--- config.mk ---
export PLATFORM = sky130hd
export DESIGN_NAME = bracket_command_frame_parser_top
export DESIGN_NICKNAME = d
export VERILOG_FILES = /design/src/bcfp_pkg.sv /design/src/bcfp_datapath.sv /design/src/bcfp_ctrl.sv /design/src/bracket_command_frame_parser_top.sv
export SDC_FILE = /design/constraint.sdc
export NUM_CORES = 1
export LEC_CHECK = 0
export BUFFER_PORTS_ARGS = -buffer_cell sky130_fd_sc_hd__clkbuf_2
export CAP_MARGIN = 5
export CORE_UTILIZATION = 44
export DETAILED_ROUTE_END_ITERATION = 7
export GPL_TIMING_DRIVEN = 0
export PLACE_DENSITY_LB_ADDON = 0.12
export SETUP_SLACK_MARGIN = 0.15
export SYNTH_ARGS = -nofsm -noshare
export SYNTH_HDL_FRONTEND = slang
export SYNTH_SLANG_ARGS = --single-unit
export TNS_END_PERCENT = 1
--- constraint.sdc ---
create_clock -name clk_i -period 10 [get_ports clk_i]
set_input_delay 2 -clock clk_i [delete_from_list [all_inputs] [get_ports clk_i]]
set_output_delay 2 -clock clk_i [all_outputs]
set_load 0.02 [all_outputs]
--- src/bcfp_pkg.sv ---
// ----------------------------------------------------------------------------
// bcfp_pkg
// Shared constants, types and character classes for the bracket frame parser.
// ----------------------------------------------------------------------------
package bcfp_pkg;

  localparam int unsigned POS_W = 5;

  localparam logic [7:0] CH_LBR      = 8'h5B;
  localparam logic [7:0] CH_RBR      = 8'h5D;
  localparam logic [7:0] CH_ZERO     = 8'h30;
  localparam logic [7:0] NIBBLE_MASK = 8'h0F;

  localparam logic [POS_W-1:0] SLOT_START = 5'd0;
  localparam logic [POS_W-1:0] SLOT_CMD   = 5'd1;
  localparam logic [POS_W-1:0] SLOT_LEN   = 5'd2;
  localparam logic [POS_W-1:0] SLOT_DATA  = 5'd3;

  typedef enum logic [1:0] {
    WR_START = 2'd0,
    WR_CMD   = 2'd1,
    WR_LEN   = 2'd2,
    WR_POS   = 2'd3
  } wr_sel_e;

  typedef struct packed {
    logic    wr_en;
    wr_sel_e wr_sel;
    logic    len_load;
    logic    pos_inc;
    logic    emit_start;
  } dp_cmd_t;

  typedef struct packed {
    logic is_lbr;
    logic is_rbr;
    logic is_upper;
    logic is_dec;
    logic is_hex;
    logic len_zero;
    logic hex_last;
    logic emit_done;
  } dp_status_t;

  function automatic logic is_upper_ch(logic [7:0] c);
    return (c >= 8'h41) && (c <= 8'h5A);
  endfunction

  function automatic logic is_dec_ch(logic [7:0] c);
    return (c >= CH_ZERO) && (c <= 8'h39);
  endfunction

  function automatic logic is_hex_ch(logic [7:0] c);
    return is_dec_ch(c) || ((c >= 8'h61) && (c <= 8'h66)) ||
           ((c >= 8'h41) && (c <= 8'h46));
  endfunction

endpackage

--- src/bcfp_datapath.sv ---
// ----------------------------------------------------------------------------
// bcfp_datapath
// Frame store, write pointer, hex counter and the output read sequencer.
// ----------------------------------------------------------------------------
module bcfp_datapath
  import bcfp_pkg::*;
#(
  parameter int unsigned FRAME_DEPTH = 32
) (
  input  logic       clk_i,
  input  logic       rst_ni,
  input  logic [7:0] ch_i,
  input  dp_cmd_t    cmd_i,
  output dp_status_t status_o,
  output logic       out_valid_o,
  input  logic       out_ready_i,
  output logic [7:0] out_char_o,
  output logic       out_last_o
);

  localparam int unsigned AW = $clog2(FRAME_DEPTH);

  logic [7:0]       mem [FRAME_DEPTH];
  logic [POS_W-1:0] wpos_q, wpos_d;
  logic [POS_W-1:0] hex_left_q, hex_left_d;
  logic [POS_W-1:0] rptr_q, rptr_d;
  logic             emit_q, emit_d;
  logic             valid_q, valid_d;
  logic             last_q;
  logic [7:0]       rdata_q;
  logic [POS_W-1:0] waddr;
  logic             rd_issue;
  logic             rd_final;
  logic [3:0]       nib;

  assign nib = 4'(ch_i & NIBBLE_MASK);

  always_comb begin
    unique case (cmd_i.wr_sel)
      WR_START: waddr = SLOT_START;
      WR_CMD:   waddr = SLOT_CMD;
      WR_LEN:   waddr = SLOT_LEN;
      WR_POS:   waddr = wpos_q;
      default:  waddr = wpos_q;
    endcase
  end

  assign rd_issue = emit_q && (!valid_q || out_ready_i);
  assign rd_final = rptr_q == wpos_q;

  always_comb begin
    wpos_d     = wpos_q;
    hex_left_d = hex_left_q;
    if (cmd_i.len_load) begin
      wpos_d     = SLOT_DATA;
      hex_left_d = {nib, 1'b0};
    end else if (cmd_i.pos_inc) begin
      wpos_d     = wpos_q + POS_W'(1);
      hex_left_d = hex_left_q - POS_W'(1);
    end
  end

  always_comb begin
    rptr_d  = rptr_q;
    emit_d  = emit_q;
    valid_d = valid_q;
    if (cmd_i.emit_start) begin
      rptr_d = '0;
      emit_d = 1'b1;
    end else if (rd_issue) begin
      rptr_d = rptr_q + POS_W'(1);
      if (rd_final) emit_d = 1'b0;
    end
    if (rd_issue) begin
      valid_d = 1'b1;
    end else if (out_ready_i) begin
      valid_d = 1'b0;
    end
  end

  always_ff @(posedge clk_i or negedge rst_ni) begin
    if (!rst_ni) begin
      wpos_q     <= '0;
      hex_left_q <= '0;
      rptr_q     <= '0;
      emit_q     <= 1'b0;
      valid_q    <= 1'b0;
      last_q     <= 1'b0;
    end else begin
      wpos_q     <= wpos_d;
      hex_left_q <= hex_left_d;
      rptr_q     <= rptr_d;
      emit_q     <= emit_d;
      valid_q    <= valid_d;
      if (rd_issue) last_q <= rd_final;
    end
  end

  always_ff @(posedge clk_i) begin
    if (cmd_i.wr_en) mem[AW'(waddr)] <= ch_i;
    if (rd_issue) rdata_q <= mem[AW'(rptr_q)];
  end

  assign status_o.is_lbr    = ch_i == CH_LBR;
  assign status_o.is_rbr    = ch_i == CH_RBR;
  assign status_o.is_upper  = is_upper_ch(ch_i);
  assign status_o.is_dec    = is_dec_ch(ch_i);
  assign status_o.is_hex    = is_hex_ch(ch_i);
  assign status_o.len_zero  = nib == 4'd0;
  assign status_o.hex_last  = hex_left_q == POS_W'(1);
  assign status_o.emit_done = rd_issue && rd_final;

  assign out_valid_o = valid_q;
  assign out_char_o  = rdata_q;
  assign out_last_o  = last_q;

endmodule

--- src/bcfp_ctrl.sv ---
// ----------------------------------------------------------------------------
// bcfp_ctrl
// Parse state machine: steers the datapath from the character classes.
// ----------------------------------------------------------------------------
module bcfp_ctrl
  import bcfp_pkg::*;
(
  input  logic       clk_i,
  input  logic       rst_ni,
  input  logic       in_valid_i,
  output logic       in_ready_o,
  input  dp_status_t status_i,
  output dp_cmd_t    cmd_o
);

  typedef enum logic [5:0] {
    S_HUNT = 6'b000001,
    S_CMD  = 6'b000010,
    S_LEN  = 6'b000100,
    S_DATA = 6'b001000,
    S_END  = 6'b010000,
    S_EMIT = 6'b100000
  } state_e;

  state_e state_q, state_d;
  logic   accept;

  assign in_ready_o = state_q != S_EMIT;
  assign accept     = in_valid_i && in_ready_o;

  always_comb begin
    state_d = state_q;
    cmd_o   = '{wr_en: 1'b0, wr_sel: WR_POS, len_load: 1'b0,
                pos_inc: 1'b0, emit_start: 1'b0};
    if (state_q == S_EMIT) begin
      if (status_i.emit_done) state_d = S_HUNT;
    end else if (accept) begin
      if (status_i.is_lbr) begin
        cmd_o.wr_en  = 1'b1;
        cmd_o.wr_sel = WR_START;
        state_d      = S_CMD;
      end else begin
        unique case (state_q)
          S_CMD: begin
            if (status_i.is_upper) begin
              cmd_o.wr_en  = 1'b1;
              cmd_o.wr_sel = WR_CMD;
              state_d      = S_LEN;
            end else begin
              state_d = S_HUNT;
            end
          end
          S_LEN: begin
            if (status_i.is_dec) begin
              cmd_o.wr_en    = 1'b1;
              cmd_o.wr_sel   = WR_LEN;
              cmd_o.len_load = 1'b1;
              state_d        = status_i.len_zero ? S_END : S_DATA;
            end else begin
              state_d = S_HUNT;
            end
          end
          S_DATA: begin
            if (status_i.is_hex) begin
              cmd_o.wr_en   = 1'b1;
              cmd_o.pos_inc = 1'b1;
              state_d       = status_i.hex_last ? S_END : S_DATA;
            end else begin
              state_d = S_HUNT;
            end
          end
          S_END: begin
            if (status_i.is_rbr) begin
              cmd_o.wr_en      = 1'b1;
              cmd_o.emit_start = 1'b1;
              state_d          = S_EMIT;
            end else begin
              state_d = S_HUNT;
            end
          end
          default: state_d = S_HUNT;
        endcase
      end
    end
  end

  always_ff @(posedge clk_i or negedge rst_ni) begin
    if (!rst_ni) begin
      state_q <= S_HUNT;
    end else begin
      state_q <= state_d;
    end
  end

endmodule

--- src/bracket_command_frame_parser_top.sv ---
// ----------------------------------------------------------------------------
// bracket_command_frame_parser_top
// Recognises "[", command letter, length digit d, 2*d hex digits, "]" and
// replays each complete frame one character per beat.
// ----------------------------------------------------------------------------
// One character is taken per cycle while parsing. After the closing bracket
// the input stalls while the frame (4 + 2*d beats, up to 22) is read back out
// of the frame store, one beat per cycle at best, set by the single store
// read port; the input reopens in the cycle after the last store read, while
// the final beat may still sit in the output register. tlast marks the "]".
module bracket_command_frame_parser_top
  import bcfp_pkg::*;
#(
  parameter int unsigned FRAME_DEPTH = 32
) (
  input  logic       clk_i,
  input  logic       rst_ni,
  input  logic       s_axis_tvalid,
  output logic       s_axis_tready,
  input  logic [7:0] s_axis_tdata,   // [7:0] ch
  output logic       m_axis_tvalid,
  input  logic       m_axis_tready,
  output logic [7:0] m_axis_tdata,   // [7:0] frame_char
  output logic       m_axis_tlast
);

  dp_cmd_t    cmd;
  dp_status_t status;

  bcfp_ctrl u_ctrl (
    .clk_i      (clk_i),
    .rst_ni     (rst_ni),
    .in_valid_i (s_axis_tvalid),
    .in_ready_o (s_axis_tready),
    .status_i   (status),
    .cmd_o      (cmd)
  );

  bcfp_datapath #(
    .FRAME_DEPTH (FRAME_DEPTH)
  ) u_datapath (
    .clk_i       (clk_i),
    .rst_ni      (rst_ni),
    .ch_i        (s_axis_tdata),
    .cmd_i       (cmd),
    .status_o    (status),
    .out_valid_o (m_axis_tvalid),
    .out_ready_i (m_axis_tready),
    .out_char_o  (m_axis_tdata),
    .out_last_o  (m_axis_tlast)
  );

endmodule

==> results.yml <==
timing:
  slew_violations: 0
  hold_viol: 0
  report.final.setup_viol: 0
  final.period_utilization: 0.547
  rsz0062_at_grt: "no"
  worst_slew_pin_slew_ps: 1190
  setup_tns_ps: 0
  holdWs_ps: 494
  slew_headroom: 0.203
  period_minus_slack_ps: 5470
  max_freq_mhz: 183
  finalClockSkew_ps: 13.3
placement:
  dp.final_hpwl_um: 17400
  io_buffers: 22
  gp_congestion: 0.859
  dpl_cell_area_um2: 12500
  dp_cells: 980
finish:
  fillers: 2065
  antenna_cells: 0
  design_area_um2: 13500
  fin_cells: 1039
  synthToLayoutAreaGrowth_pct: 14.7
  num-nets-final: 697
  layout-drive-gt1-share: 0.297
critical_path:
  crit_slowest_cell: "nor3_1"
  cpMostUsedCell: "clkbuf_1"
  cp-end-kind: "flop"
  worstSetupStartpointType: "primary input"
  critPathRequiredTime_ps: 10160
  crit_fanout: 33
  crit_chain: "clkbuf_2, clkbuf_1, and3b_1, a32oi_1, or4_4, o21ai_0, nand2_1, clkbuf_1, nor3_1"
  critPathArrivalTime_ps: 5630
  cpPeakStageDelay_ps: 1030
  critPathKind: "primary input to flop"
cts:
  cts_tree: "built"
  post_cts_resized: 0
  clockBufferDepth: 3
  cts-root-buf: "clkbuf_16"
  hold_buffers: 0
  cts_setup_buffers: 0
  ctsHtreeMaxLevel: 1
  clock-sinks: 288
  clk_pin_slew_ps: 60
  numCtsBuffers: 31
  clkLatencyLatePin_ps: 550
global_route:
  track_usage: 0.198
  grt-ovfl-total: 0
  grt_antenna_before_repair: 0
  first_global_vias: 6179
  grt_max_degree: 42
  grt_pass1_wl_um: 40100
route:
  viasPerCell: 5.95
  drt_iter0_drc: 636
  wl_um: 26700
  dr.pass1.iters: 7
  drtAntennaViolNets: 0
  drc: 4
  wl_per_cell_um: 25.7
  dr_total_vias: 6178
yosys:
  synth_fa_ha_area_frac: 0.00424
  syn_nets: 626
  synth_top_area_share: 0.671
  synthTopCellsByCount: "edfxtp_1, mux4_2, nor2_1, dfrtp_1, nor3_1"
  synth_compound_area_frac: 0.0250
  synth-async-reset-ratio: 0.0833
  syn_area_um2: 11800
  synth_cells: 610
  synth_area_leaders: "edfxtp_1, mux4_2, dfrtp_1, nor3_1, nor2_1"
  synth_top_family_by_area: "multiplexers"
  ys_seq_elements: 288
  yosys_warnings: 0
  synth_xor_area_frac: 0.0104
  syn_avg_cell_area_um2: 19.4
  synth.area.mux_share: 0.160
  synthSimpleGateAreaFrac: 0.0624
  synth_edf_count: 264
  ys.flop_type: "edfxtp_1"
  synth_top_area_cell: "edfxtp_1"
  ys_seq_area_frac: 0.722
  synth_most_common_cell: "edfxtp_1"
  ys_types: 53
job:
  maxCapViolCount: 0
pwr:
  pwr-share-clk: 0.341
  p_sw_uw: 903
  ir_worst_vdd_mv: 0.121
  p_per_area_nw_per_um2: 245
  p_sw_frac: 0.272
  p_comb_frac: 0.247
  p_seq_frac: 0.412
  p_leak_nw: 4.33
  p_int_mw: 2.42
floorplan:
  die_h_um: 166
  io_pins: 23
  core_um2: 26200
  die_area_um2: 27500
  start_util: 0.451
  placementRows: 59
  die_w_um: 166
run_status:
  violations: "design-rule violations"
  status: "finished, violations left"
min_path:
  hp-class: "flop to flop"
[per-stage QoR]
| step | setup slack, ps | total power, mW | utilization |
|---|---|---|---|
| finish | 4530 | 3.32 | 0.517 |
| global route | 4210 | 3.44 | 0.517 |
| CTS | 4280 | 3.35 | 0.516 |
| detailed placement | 3730 | 2.23 | 0.477 |
| global placement | 3370 | 2.22 | 0.471 |
| floorplan | 5160 | 1.95 | - |
[per-layer routing]
layer	share of wire	global-route usage	vias to the layer above	wire, um
met3	0.051	0.0298	35	1370
met4	0.017	0.0443	0	449
li1	-	-	2662	-
met2	0.48	0.316	176	12800
met5	0	0	-	0
met1	0.45	0.290	3305	12100
[power by group through the flow]
stage	Sequential (mW)	Combinational [mW]	Clock [mW]
5_1_grt	1.37	0.873	1.19
3_5_place_dp	1.39	0.836	0
2_1_floorplan	1.40	0.547	0
6_report	1.37	0.821	1.13
4_1_cts	1.37	0.840	1.15
3_3_place_gp	1.39	0.829	0
[registers in the layout, indices dropped and copies added, names as in the netlist]
name	flops
u_datapath.rptr_q	5
u_datapath.out_char_o	8
u_datapath.out_valid_o	1
u_datapath.mem	256
u_datapath.out_last_o	1
u_datapath.emit_q	1
u_datapath.wpos_q	5
u_datapath.hex_left_q	5
u_ctrl.state_q	6
[kinds of logic (layout without fill, tap and decap cells)]
logic type / count (synthesis) / after routing
compound gates: 46 / 46
xor+xnor: 14 / 14
fa+ha+maj: 4 / 4
buf+inv: 45 / 139
flops: 288 / 288
mux: 88 / 88
simple gates: 125 / 125
[placed cells by master (no fill, tap or decap), types with 5 or more instances in the layout]
master	instances
a21oi_1	10
buf_2	10
buf_4	13
clkbuf_1	25
clkbuf_16	31
clkbuf_2	22
clkinv_2	7
dfrtp_1	23
edfxtp_1	264
inv_1	11
mux2_2	8
mux4_2	80
nand2_1	16
nand3_1	10
nand4_1	12
nor2_1	25
nor2b_1	5
nor3_1	17
nor3_2	5
nor4_2	8
o21ai_0	12
xnor2_1	9
xor2_1	5
[final timing paths]
kind / end / start / slack [ps] / depth (start not counted)
max: u_datapath.mem[27][5] / s_axis_tdata[3] / 4530 / 9
min: u_datapath.out_valid_o / u_datapath.emit_q / 490 / 2
max reg2reg: u_datapath.mem[27][5] / u_ctrl.state_q[3] / 6220 / 8
min reg2reg: u_datapath.out_valid_o / u_datapath.emit_q / 490 / 2
max in group asynchronous: u_datapath.wpos_q[2] / rst_ni / 8100 / 1
min in group asynchronous: u_datapath.out_last_o / rst_ni / 1470 / 1
[layout make-up]
type	instances	area [um2]	area share
timing repair buffer	38	223	0.0164
buffer	33	140	0.0103
sequential	288	8530	0.630
tap	335	419	0.0309
clock buffer	39	846	0.0624
clock inverter	17	173	0.0127
inverter	12	45.0	0.00333
multi-input combinational	277	3170	0.234
[critical path: cells and delay by family]
| family | cells | cell delay (ps) |
|---|---|---|
| AND/OR/NAND/NOR | 4 | 1910 |
| buffers and inverters | 3 | 1310 |
| AO/OA/AOI/OAI | 2 | 390 |
Note: power is estimated with default switching activity, not from simulation.
